<file path="src/sv/semaphore_table_fifo_waiters_macros.svh">
// Assertion macros for the semaphore table.
// Used by semaphore_table_fifo_waiters.sv; expects clk and rst_n in scope.
`ifndef SEMAPHORE_TABLE_FIFO_WAITERS_MACROS_SVH
`define SEMAPHORE_TABLE_FIFO_WAITERS_MACROS_SVH

// same-cycle implication
`define SEMT_ASSERT_SAME(label, ante, cons, msg) \
  label: assert property (@(posedge clk) disable iff (!rst_n) (ante) |-> (cons)) \
    else $error(msg);

// next-cycle implication
`define SEMT_ASSERT_NEXT(label, ante, cons, msg) \
  label: assert property (@(posedge clk) disable iff (!rst_n) (ante) |=> (cons)) \
    else $error(msg);

`endif

</file>
<file path="src/sv/semt_pkg.sv">
// Shared types and constants for the semaphore table.
// No dependencies; used by semt_decide and semaphore_table_fifo_waiters.
package semt_pkg;

  localparam int NUM_SEMAPHORES_DEF = 8;
  localparam int QUEUE_DEPTH_DEF    = 16;
  localparam int PID_BITS_DEF       = 8;

  localparam int OP_W    = 2;
  localparam int SID_W   = 3;
  localparam int COUNT_W = 16;
  localparam int PID_W   = 8;

  localparam logic signed [COUNT_W-1:0] COUNT_MIN = 16'sh8000;
  localparam logic signed [COUNT_W-1:0] COUNT_MAX = 16'sh7fff;

  typedef enum logic [OP_W-1:0] {
    OP_CREATE = 2'd0,
    OP_WAIT   = 2'd1,
    OP_SIGNAL = 2'd2
  } op_t;

  typedef enum logic [1:0] {
    ST_OK          = 2'd0,
    ST_NOT_ENABLED = 2'd1,
    ST_ALREADY     = 2'd2,
    ST_QUEUE_FULL  = 2'd3
  } status_t;

  typedef struct packed {
    status_t status;
    logic    caller_blocked;
    logic    enqueue;
    logic    dequeue;
    logic    reschedule;
    logic    wr_desc;
  } decide_t;

endpackage

</file>
<file path="src/sv/semt_decide.sv">
// Request decision for one semaphore descriptor: new count, queue pointers, status.
// Depends on semt_pkg.
module semt_decide #(
  parameter int NUM_SEMAPHORES = semt_pkg::NUM_SEMAPHORES_DEF,
  parameter int QUEUE_DEPTH    = semt_pkg::QUEUE_DEPTH_DEF,
  localparam int QW = (QUEUE_DEPTH > 1) ? $clog2(QUEUE_DEPTH) : 1,
  localparam int FW = $clog2(QUEUE_DEPTH + 1)
) (
  input  semt_pkg::op_t                       op,
  input  logic [semt_pkg::SID_W-1:0]          sem_id,
  input  logic signed [semt_pkg::COUNT_W-1:0] init_value,
  input  logic                                init_running,
  input  logic                                en,
  input  logic signed [semt_pkg::COUNT_W-1:0] count,
  input  logic [QW-1:0]                       head,
  input  logic [FW-1:0]                       fill,
  output semt_pkg::decide_t                   ctl,
  output logic                                new_en,
  output logic signed [semt_pkg::COUNT_W-1:0] new_count,
  output logic [QW-1:0]                       new_head,
  output logic [FW-1:0]                       new_fill,
  output logic [QW-1:0]                       tail
);

  localparam logic [FW:0] DEPTH_V = (FW+1)'(QUEUE_DEPTH);

  logic [FW:0]                       tail_sum;
  logic [FW:0]                       head_inc;
  logic signed [semt_pkg::COUNT_W-1:0] cnt_dec;
  logic signed [semt_pkg::COUNT_W-1:0] cnt_inc;

  always_comb begin
    tail_sum = (FW+1)'(head) + (FW+1)'(fill);
    if (tail_sum >= DEPTH_V) begin
      tail_sum = tail_sum - DEPTH_V;
    end
    tail = tail_sum[QW-1:0];
    head_inc = (FW+1)'(head) + (FW+1)'(1);
    if (head_inc >= DEPTH_V) begin
      head_inc = head_inc - DEPTH_V;
    end
    cnt_dec = (count == semt_pkg::COUNT_MIN) ? count : count - 16'sd1;
    cnt_inc = (count == semt_pkg::COUNT_MAX) ? count : count + 16'sd1;
  end

  always_comb begin
    ctl        = '0;
    ctl.status = semt_pkg::ST_OK;
    new_en     = en;
    new_count  = count;
    new_head   = head;
    new_fill   = fill;
    case (op)
      semt_pkg::OP_CREATE, semt_pkg::OP_WAIT, semt_pkg::OP_SIGNAL: begin
        if (int'(sem_id) >= NUM_SEMAPHORES) begin
          ctl.status = semt_pkg::ST_NOT_ENABLED;
        end else if (op == semt_pkg::OP_CREATE) begin
          if (en) begin
            ctl.status = semt_pkg::ST_ALREADY;
          end else begin
            new_en      = 1'b1;
            new_count   = init_value;
            ctl.wr_desc = 1'b1;
          end
        end else if (!en) begin
          ctl.status = semt_pkg::ST_NOT_ENABLED;
        end else if (op == semt_pkg::OP_WAIT) begin
          if (cnt_dec[semt_pkg::COUNT_W-1] && !init_running) begin
            if (fill >= DEPTH_V[FW-1:0]) begin
              ctl.status = semt_pkg::ST_QUEUE_FULL;
            end else begin
              new_fill           = fill + FW'(1);
              new_count          = cnt_dec;
              ctl.enqueue        = 1'b1;
              ctl.caller_blocked = 1'b1;
              ctl.wr_desc        = 1'b1;
            end
          end else begin
            new_count   = cnt_dec;
            ctl.wr_desc = 1'b1;
          end
        end else begin
          new_count   = cnt_inc;
          ctl.wr_desc = 1'b1;
          if ((cnt_inc[semt_pkg::COUNT_W-1] || cnt_inc == '0) && fill != '0) begin
            new_head       = head_inc[QW-1:0];
            new_fill       = fill - FW'(1);
            ctl.dequeue    = 1'b1;
            ctl.reschedule = init_running;
          end
        end
      end
      default: begin
        ctl.status = semt_pkg::ST_OK;
      end
    endcase
  end

endmodule

</file>
<file path="src/sv/semaphore_table_fifo_waiters.sv">
// Table of counting semaphores with per-semaphore FIFO wait queues.
// Depends on semt_pkg, semt_decide and semaphore_table_fifo_waiters_macros.svh.
// Timing: a request is taken when start is high and busy is low. Create, wait and a
// signal that releases nobody pass a descriptor memory read, then decide and write
// back; a signal that releases a waiter adds a read of the waiter memory. The result
// is registered and shown for exactly one cycle with out_strobe, in the cycle in which
// busy falls; it cannot be held off, so capture it then. A new request is not taken
// until the last one is done. Reset clears the table at once.
`include "semaphore_table_fifo_waiters_macros.svh"

module semaphore_table_fifo_waiters #(
  parameter int NUM_SEMAPHORES = semt_pkg::NUM_SEMAPHORES_DEF,
  parameter int QUEUE_DEPTH    = semt_pkg::QUEUE_DEPTH_DEF,
  parameter int PID_BITS       = semt_pkg::PID_BITS_DEF
) (
  input  logic                                clk,
  input  logic                                rst_n,
  input  logic                                start,
  output logic                                busy,
  input  logic [semt_pkg::OP_W-1:0]           in_operation,
  input  logic [semt_pkg::SID_W-1:0]          in_sem_id,
  input  logic signed [semt_pkg::COUNT_W-1:0] in_init_value,
  input  logic [semt_pkg::PID_W-1:0]          in_caller_pid,
  input  logic                                in_init_running,
  output logic                                out_strobe,
  output logic [1:0]                          out_status,
  output logic                                out_caller_blocked,
  output logic                                out_woken_valid,
  output logic [semt_pkg::PID_W-1:0]          out_woken_pid,
  output logic                                out_reschedule
);

  localparam int SW = (NUM_SEMAPHORES > 1) ? $clog2(NUM_SEMAPHORES) : 1;
  localparam int QW = (QUEUE_DEPTH > 1) ? $clog2(QUEUE_DEPTH) : 1;
  localparam int FW = $clog2(QUEUE_DEPTH + 1);
  localparam int WDEPTH = NUM_SEMAPHORES * QUEUE_DEPTH;
  localparam int AW = (WDEPTH > 1) ? $clog2(WDEPTH) : 1;
  localparam int DW = 1 + semt_pkg::COUNT_W + QW + FW;
  localparam int PXW = PID_BITS + semt_pkg::PID_W;

  typedef enum logic [2:0] {
    S_IDLE = 3'b001,
    S_EXEC = 3'b010,
    S_WAKE = 3'b100
  } state_t;

  state_t state_r, state_nxt;

  logic [semt_pkg::OP_W-1:0]           op_r;
  logic [semt_pkg::SID_W-1:0]          sid_r;
  logic signed [semt_pkg::COUNT_W-1:0] ival_r;
  logic [semt_pkg::PID_W-1:0]          pid_r;
  logic                                init_r;
  logic [SW-1:0]                       idx_r;
  logic [SW-1:0]                       idx_in;

  logic [DW-1:0]             desc_mem [NUM_SEMAPHORES];
  logic [NUM_SEMAPHORES-1:0] vld_r;
  logic [DW-1:0]             desc_rd_r;
  logic                      dvld_r;
  logic [DW-1:0]             desc_cur;

  logic [PID_BITS-1:0] wait_mem [WDEPTH];
  logic [PID_BITS-1:0] wrd_r;
  logic [AW-1:0]       waddr;
  logic [AW-1:0]       raddr;
  logic [PXW-1:0]      pid_ext;
  logic [PXW-1:0]      wk_ext;

  logic                                cur_en;
  logic signed [semt_pkg::COUNT_W-1:0] cur_count;
  logic [QW-1:0]                       cur_head;
  logic [FW-1:0]                       cur_fill;

  semt_pkg::decide_t                   ctl;
  logic                                new_en;
  logic signed [semt_pkg::COUNT_W-1:0] new_count;
  logic [QW-1:0]                       new_head;
  logic [FW-1:0]                       new_fill;
  logic [QW-1:0]                       tail;

  logic resched_r;
  logic accept;

  assign busy   = (state_r != S_IDLE);
  assign accept = start && !busy;
  assign idx_in = (int'(in_sem_id) < NUM_SEMAPHORES) ? SW'(in_sem_id) : '0;

  assign desc_cur = dvld_r ? desc_rd_r : '0;
  assign {cur_en, cur_count, cur_head, cur_fill} = desc_cur;

  assign waddr   = AW'(int'(idx_r) * QUEUE_DEPTH + int'(tail));
  assign raddr   = AW'(int'(idx_r) * QUEUE_DEPTH + int'(cur_head));
  assign pid_ext = {{PID_BITS{1'b0}}, pid_r};
  assign wk_ext  = {{semt_pkg::PID_W{1'b0}}, wrd_r};

  semt_decide #(
    .NUM_SEMAPHORES (NUM_SEMAPHORES),
    .QUEUE_DEPTH    (QUEUE_DEPTH)
  ) u_decide (
    .op           (semt_pkg::op_t'(op_r)),
    .sem_id       (sid_r),
    .init_value   (ival_r),
    .init_running (init_r),
    .en           (cur_en),
    .count        (cur_count),
    .head         (cur_head),
    .fill         (cur_fill),
    .ctl          (ctl),
    .new_en       (new_en),
    .new_count    (new_count),
    .new_head     (new_head),
    .new_fill     (new_fill),
    .tail         (tail)
  );

  always_comb begin
    state_nxt = state_r;
    case (state_r)
      S_IDLE: begin
        if (start) begin
          state_nxt = S_EXEC;
        end
      end
      S_EXEC: begin
        state_nxt = ctl.dequeue ? S_WAKE : S_IDLE;
      end
      S_WAKE: begin
        state_nxt = S_IDLE;
      end
      default: begin
        state_nxt = S_IDLE;
      end
    endcase
  end

  always_ff @(posedge clk) begin
    if (!rst_n) begin
      state_r    <= S_IDLE;
      vld_r      <= '0;
      out_strobe <= 1'b0;
    end else begin
      state_r    <= state_nxt;
      out_strobe <= (state_r == S_WAKE) || (state_r == S_EXEC && !ctl.dequeue);
      if (state_r == S_EXEC && ctl.wr_desc) begin
        vld_r[idx_r] <= 1'b1;
      end
    end
  end

  // capture request, read descriptor
  always_ff @(posedge clk) begin
    if (accept) begin
      op_r      <= in_operation;
      sid_r     <= in_sem_id;
      ival_r    <= in_init_value;
      pid_r     <= in_caller_pid;
      init_r    <= in_init_running;
      idx_r     <= idx_in;
      desc_rd_r <= desc_mem[idx_in];
      dvld_r    <= vld_r[idx_in];
    end
  end

  // write back descriptor
  always_ff @(posedge clk) begin
    if (state_r == S_EXEC && ctl.wr_desc) begin
      desc_mem[idx_r] <= {new_en, new_count, new_head, new_fill};
    end
  end

  // waiter store
  always_ff @(posedge clk) begin
    if (state_r == S_EXEC && ctl.enqueue) begin
      wait_mem[waddr] <= pid_ext[PID_BITS-1:0];
    end
    if (state_r == S_EXEC && ctl.dequeue) begin
      wrd_r <= wait_mem[raddr];
    end
  end

  // result registers
  always_ff @(posedge clk) begin
    if (state_r == S_EXEC) begin
      out_status         <= ctl.status;
      out_caller_blocked <= ctl.caller_blocked;
      out_woken_valid    <= 1'b0;
      out_woken_pid      <= '0;
      out_reschedule     <= 1'b0;
      resched_r          <= ctl.reschedule;
    end else if (state_r == S_WAKE) begin
      out_woken_valid <= 1'b1;
      out_woken_pid   <= wk_ext[semt_pkg::PID_W-1:0];
      out_reschedule  <= resched_r;
    end
  end

  `SEMT_ASSERT_NEXT(a_accept_exec, accept, state_r == S_EXEC, "accepted request did not start")
  `SEMT_ASSERT_NEXT(a_strobe_single, out_strobe, !out_strobe, "result strobe longer than one cycle")
  `SEMT_ASSERT_SAME(a_wake_ok, out_strobe && out_woken_valid,
    out_status == semt_pkg::ST_OK && !out_caller_blocked, "wake with bad status")
  `SEMT_ASSERT_SAME(a_wake_after_exec, state_r == S_WAKE, $past(state_r) == S_EXEC,
    "waiter read without decision")
  `SEMT_ASSERT_SAME(a_enq_room, state_r == S_EXEC && ctl.enqueue,
    int'(cur_fill) < QUEUE_DEPTH, "enqueue into full queue")

endmodule
</file>
<file path="config.mk">
export PLATFORM = sky130hd
export DESIGN_NAME = semaphore_table_fifo_waiters
export DESIGN_NICKNAME = d
export VERILOG_FILES = /design/src/sv/semt_pkg.sv /design/src/sv/semt_decide.sv /design/src/sv/semaphore_table_fifo_waiters.sv
export VERILOG_INCLUDE_DIRS = /design/src /design/src/sv
export SDC_FILE = /design/constraint.sdc
export NUM_CORES = 1
export LEC_CHECK = 0
export BUFFER_PORTS_ARGS = -buffer_cell sky130_fd_sc_hd__clkbuf_2
export CAP_MARGIN = 30
export CELL_PAD_IN_SITES_DETAIL_PLACEMENT = 0
export CELL_PAD_IN_SITES_GLOBAL_PLACEMENT = 1
export CORE_MARGIN = 2
export CORE_UTILIZATION = 40
export DETAILED_ROUTE_END_ITERATION = 6
export GPL_ROUTABILITY_DRIVEN = 0
export PLACE_DENSITY_LB_ADDON = 0.3
export SETUP_SLACK_MARGIN = 0.1
export SLEW_MARGIN = 5
export SYNTH_ARGS = -nofsm -noshare
export SYNTH_HDL_FRONTEND = slang
export SYNTH_SLANG_ARGS = --single-unit
</file>
<file path="constraint.sdc">
create_clock -name clk -period 5.7 [get_ports clk]
set_input_delay 0.855 -clock clk [delete_from_list [all_inputs] [get_ports clk]]
set_output_delay 0.855 -clock clk [all_outputs]
set_load 0.02 [all_outputs]
</file>
==> flow_summary.ini <==
[status]
status = finished, final reports clean

[critical_path]
path_cells = buf_12, buf_4, mux2_2, a221o_1, a22oi_1, a2111oi_0, buf_1, nor4_1, nand4_1
crit_type = flop to flop
max_stage_delay_ns = 1.01
crit_path_start_kind = flop
cp_slowest_cell = nor4_1
cp.arrival_ns = 4.85
r2r_slack_ns = 1.30
crit_start = desc_rd_r[5]
r2r-start = desc_rd_r[5]
cp_max_fo = 70
crit_required_ns = 6.15
endpoint_kind = flop

[cells_and_area]
layout.cells.most_common = edfxtp_1
nets = 3365
utilization_pct = 46.10
n_fill_cell = 11350
syn2layout_area_growth_pct = 14.02
drive_above_1_share_pct = 17.28
fin_cells = 5188
finalInstanceArea_um2 = 60750
layout_common_cells = edfxtp_1, nor2_1, a21oi_1

[global_routing]
grtUsageTotal_pct = 21.57
grt_max_degree = 141
grt_antenna_before_repair = 5
grt_overflow_total = 0
grt_pass1_vias = 30190
grt_pass1_wl_um = 213900

[drt]
routed-wl-met3_um = 9295
routed.top_layer = met5
wl_met2_um = 72550
drt_iter0_drc = 3539
drtPass1Iterations = 6
num_vias = 30630
wl_um = 148200
wl_per_cell_um = 28.57
drc_errors = 0
vias_per_cell = 5.904
ant_nets = 0
wl_met1_um = 62520

[synthesis]
synth-main-ff-cell = edfxtp_1
ys_warn_count = 0
ys_types = 76
async_reset_ff_share_pct = 0
synth_area_um2 = 53280
synth_nets = 3273
syn_inst = 3229
synth_edf_count = 1301
synth_seq_area_share_pct = 74.14
avgSynthCellArea_um2 = 16.50
ys_seq_elements = 1323

[sta]
slew_headroom_pct = 20.48
finalCriticalPeriod_ns = 4.400
max_freq_ghz = 0.2273
hold_viol_final = 0
whs_ns = 0.2716
fin_setup_tns_ns = 0
setup_ws_ns = 1.300
setup_viol = 0
rsz0062_at_grt = false
finalCritPeriodShare_pct = 77.20
worst_slew_pin_slew_ns = 1.182
skew_ns = 0.03868
drv_slew = 0

[floorplan]
rows = 133
initial_core_util_pct = 40.43
pin_count = 48
core_area_um2 = 131800
die-area_um2 = 136100
die_w_um = 369.0
dieHeight_um = 369.0

[clock_tree]
cts_tree = built
ctsResizeCount = 0
cts_buffers = 140
ctsRootBufferMaster = clkbuf_16
clock_sinks = 1323
post_cts_buffers = 0
cts_max_path_buffers = 3
hold_buffers = 0
path_clk_slew_ns = 0.06
h-tree-depth = 4
clock_latency_ns = 0.76

[power_and_ir_drop]
p_per_area_nw_per_um2 = 349.7
power_mw = 21.24
ir_drop_v = 0.0003138
power.leakage_nw = 19.33

[run]
max_cap_violations = 0

[placement]
placed_cell_area_um2 = 56050
place_inst = 4929
dp_slack_ns = 1.387
hpwl_um = 91380
portBuffers = 47

[min_path]
hold_start = in_init_value[5]
hold_path.class = input port to flop
[final timing paths]
path,end,depth (start not counted)
min reg2reg,vld_r[5],2
min,ival_r[5],1
max reg2reg,wrd_r[2],9
max,wrd_r[2],9
[power breakdown]
group | total (mW) | switching (mW) | internal (mW)
clock | 9.16 | 3.76 | 5.40
sequential | 10.8 | 0.0675 | 10.8
combinational | 1.24 | 0.871 | 0.373
total | 21.2 | 4.70 | 16.5
[logic make-up (layout without fill, tap and decap cells)]
logic type	Yosys count	after routing	share of synthesized area (%)
compound gates	720	720	10.30
other cells	0	2	0
xor+xnor	17	17	0.2794
simple gates	591	591	5.516
buf+inv	246	448	1.871
mux	320	320	7.599
fa+ha+maj	12	12	0.2912
flops	1323	1323	74.14
[metal layers]
layer	global-route usage, %	vias up
li1	-	13400
met1	29.53	15820
met2	35.67	1167
met3	3.257	239
met4	6.279	2
met5	0	-
[registers in the layout (all words and copies together) (netlist names)]
signal / cells
out_reschedule: 1
dvld_r: 1
out_caller_blocked: 1
out_status: 2
pid_r: 8
desc_rd_r: 26
state_r: 3
wait_mem: 1024
out_woken_pid: 8
desc_mem: 208
idx_r: 3
vld_r: 8
wrd_r: 8
init_r: 1
ival_r: 16
out_woken_valid: 1
out_strobe: 1
op_r: 2
resched_r: 1
[Yosys cell counts, drive strengths merged (24+ instances only)]
master | n | area share [%]
a221oi | 121 | 2.0
a22o | 31 | 0.51
nand2 | 143 | 1.0
nor2b | 75 | 0.88
mux2i | 130 | 2.4
nor4 | 35 | 0.47
clkbuf | 151 | 1.1
edfxtp | 1301 | 73
a21oi | 152 | 1.4
a22oi | 44 | 0.62
mux2 | 136 | 2.9
nand3 | 25 | 0.23
buf | 73 | 0.65
a221o | 50 | 0.94
a211oi | 78 | 1.1
and2 | 24 | 0.28
mux4 | 54 | 2.3
a2111oi | 71 | 1.2
a222oi | 24 | 0.45
nor2 | 180 | 1.3
o21ai | 40 | 0.38
[critical path: cells and delay by family (launching register included)]
| kind | cells | cell delay, ns |
|---|---|---|
| buf+inv | 3 | 1.22 |
| simple gates | 2 | 1.21 |
| flops | 1 | 0.58 |
| compound gates | 3 | 0.63 |
| mux | 1 | 0.40 |
[area by class of cell]
type                    instances  area (µm²)  area share [%]
diodes                          2       5.005        0.008238
clock buffers                 176        3742           6.160
clock inverters                76       879.6           1.448
inverters                      22       83.83          0.1380
multi-input cells            1660       12900           21.24
flip-flops and latches       1323       39510           65.03
well taps                    1755        2196           3.614
repair buffers                174        1435           2.362
No activity file was read; power rests on OpenSTA's default activity.
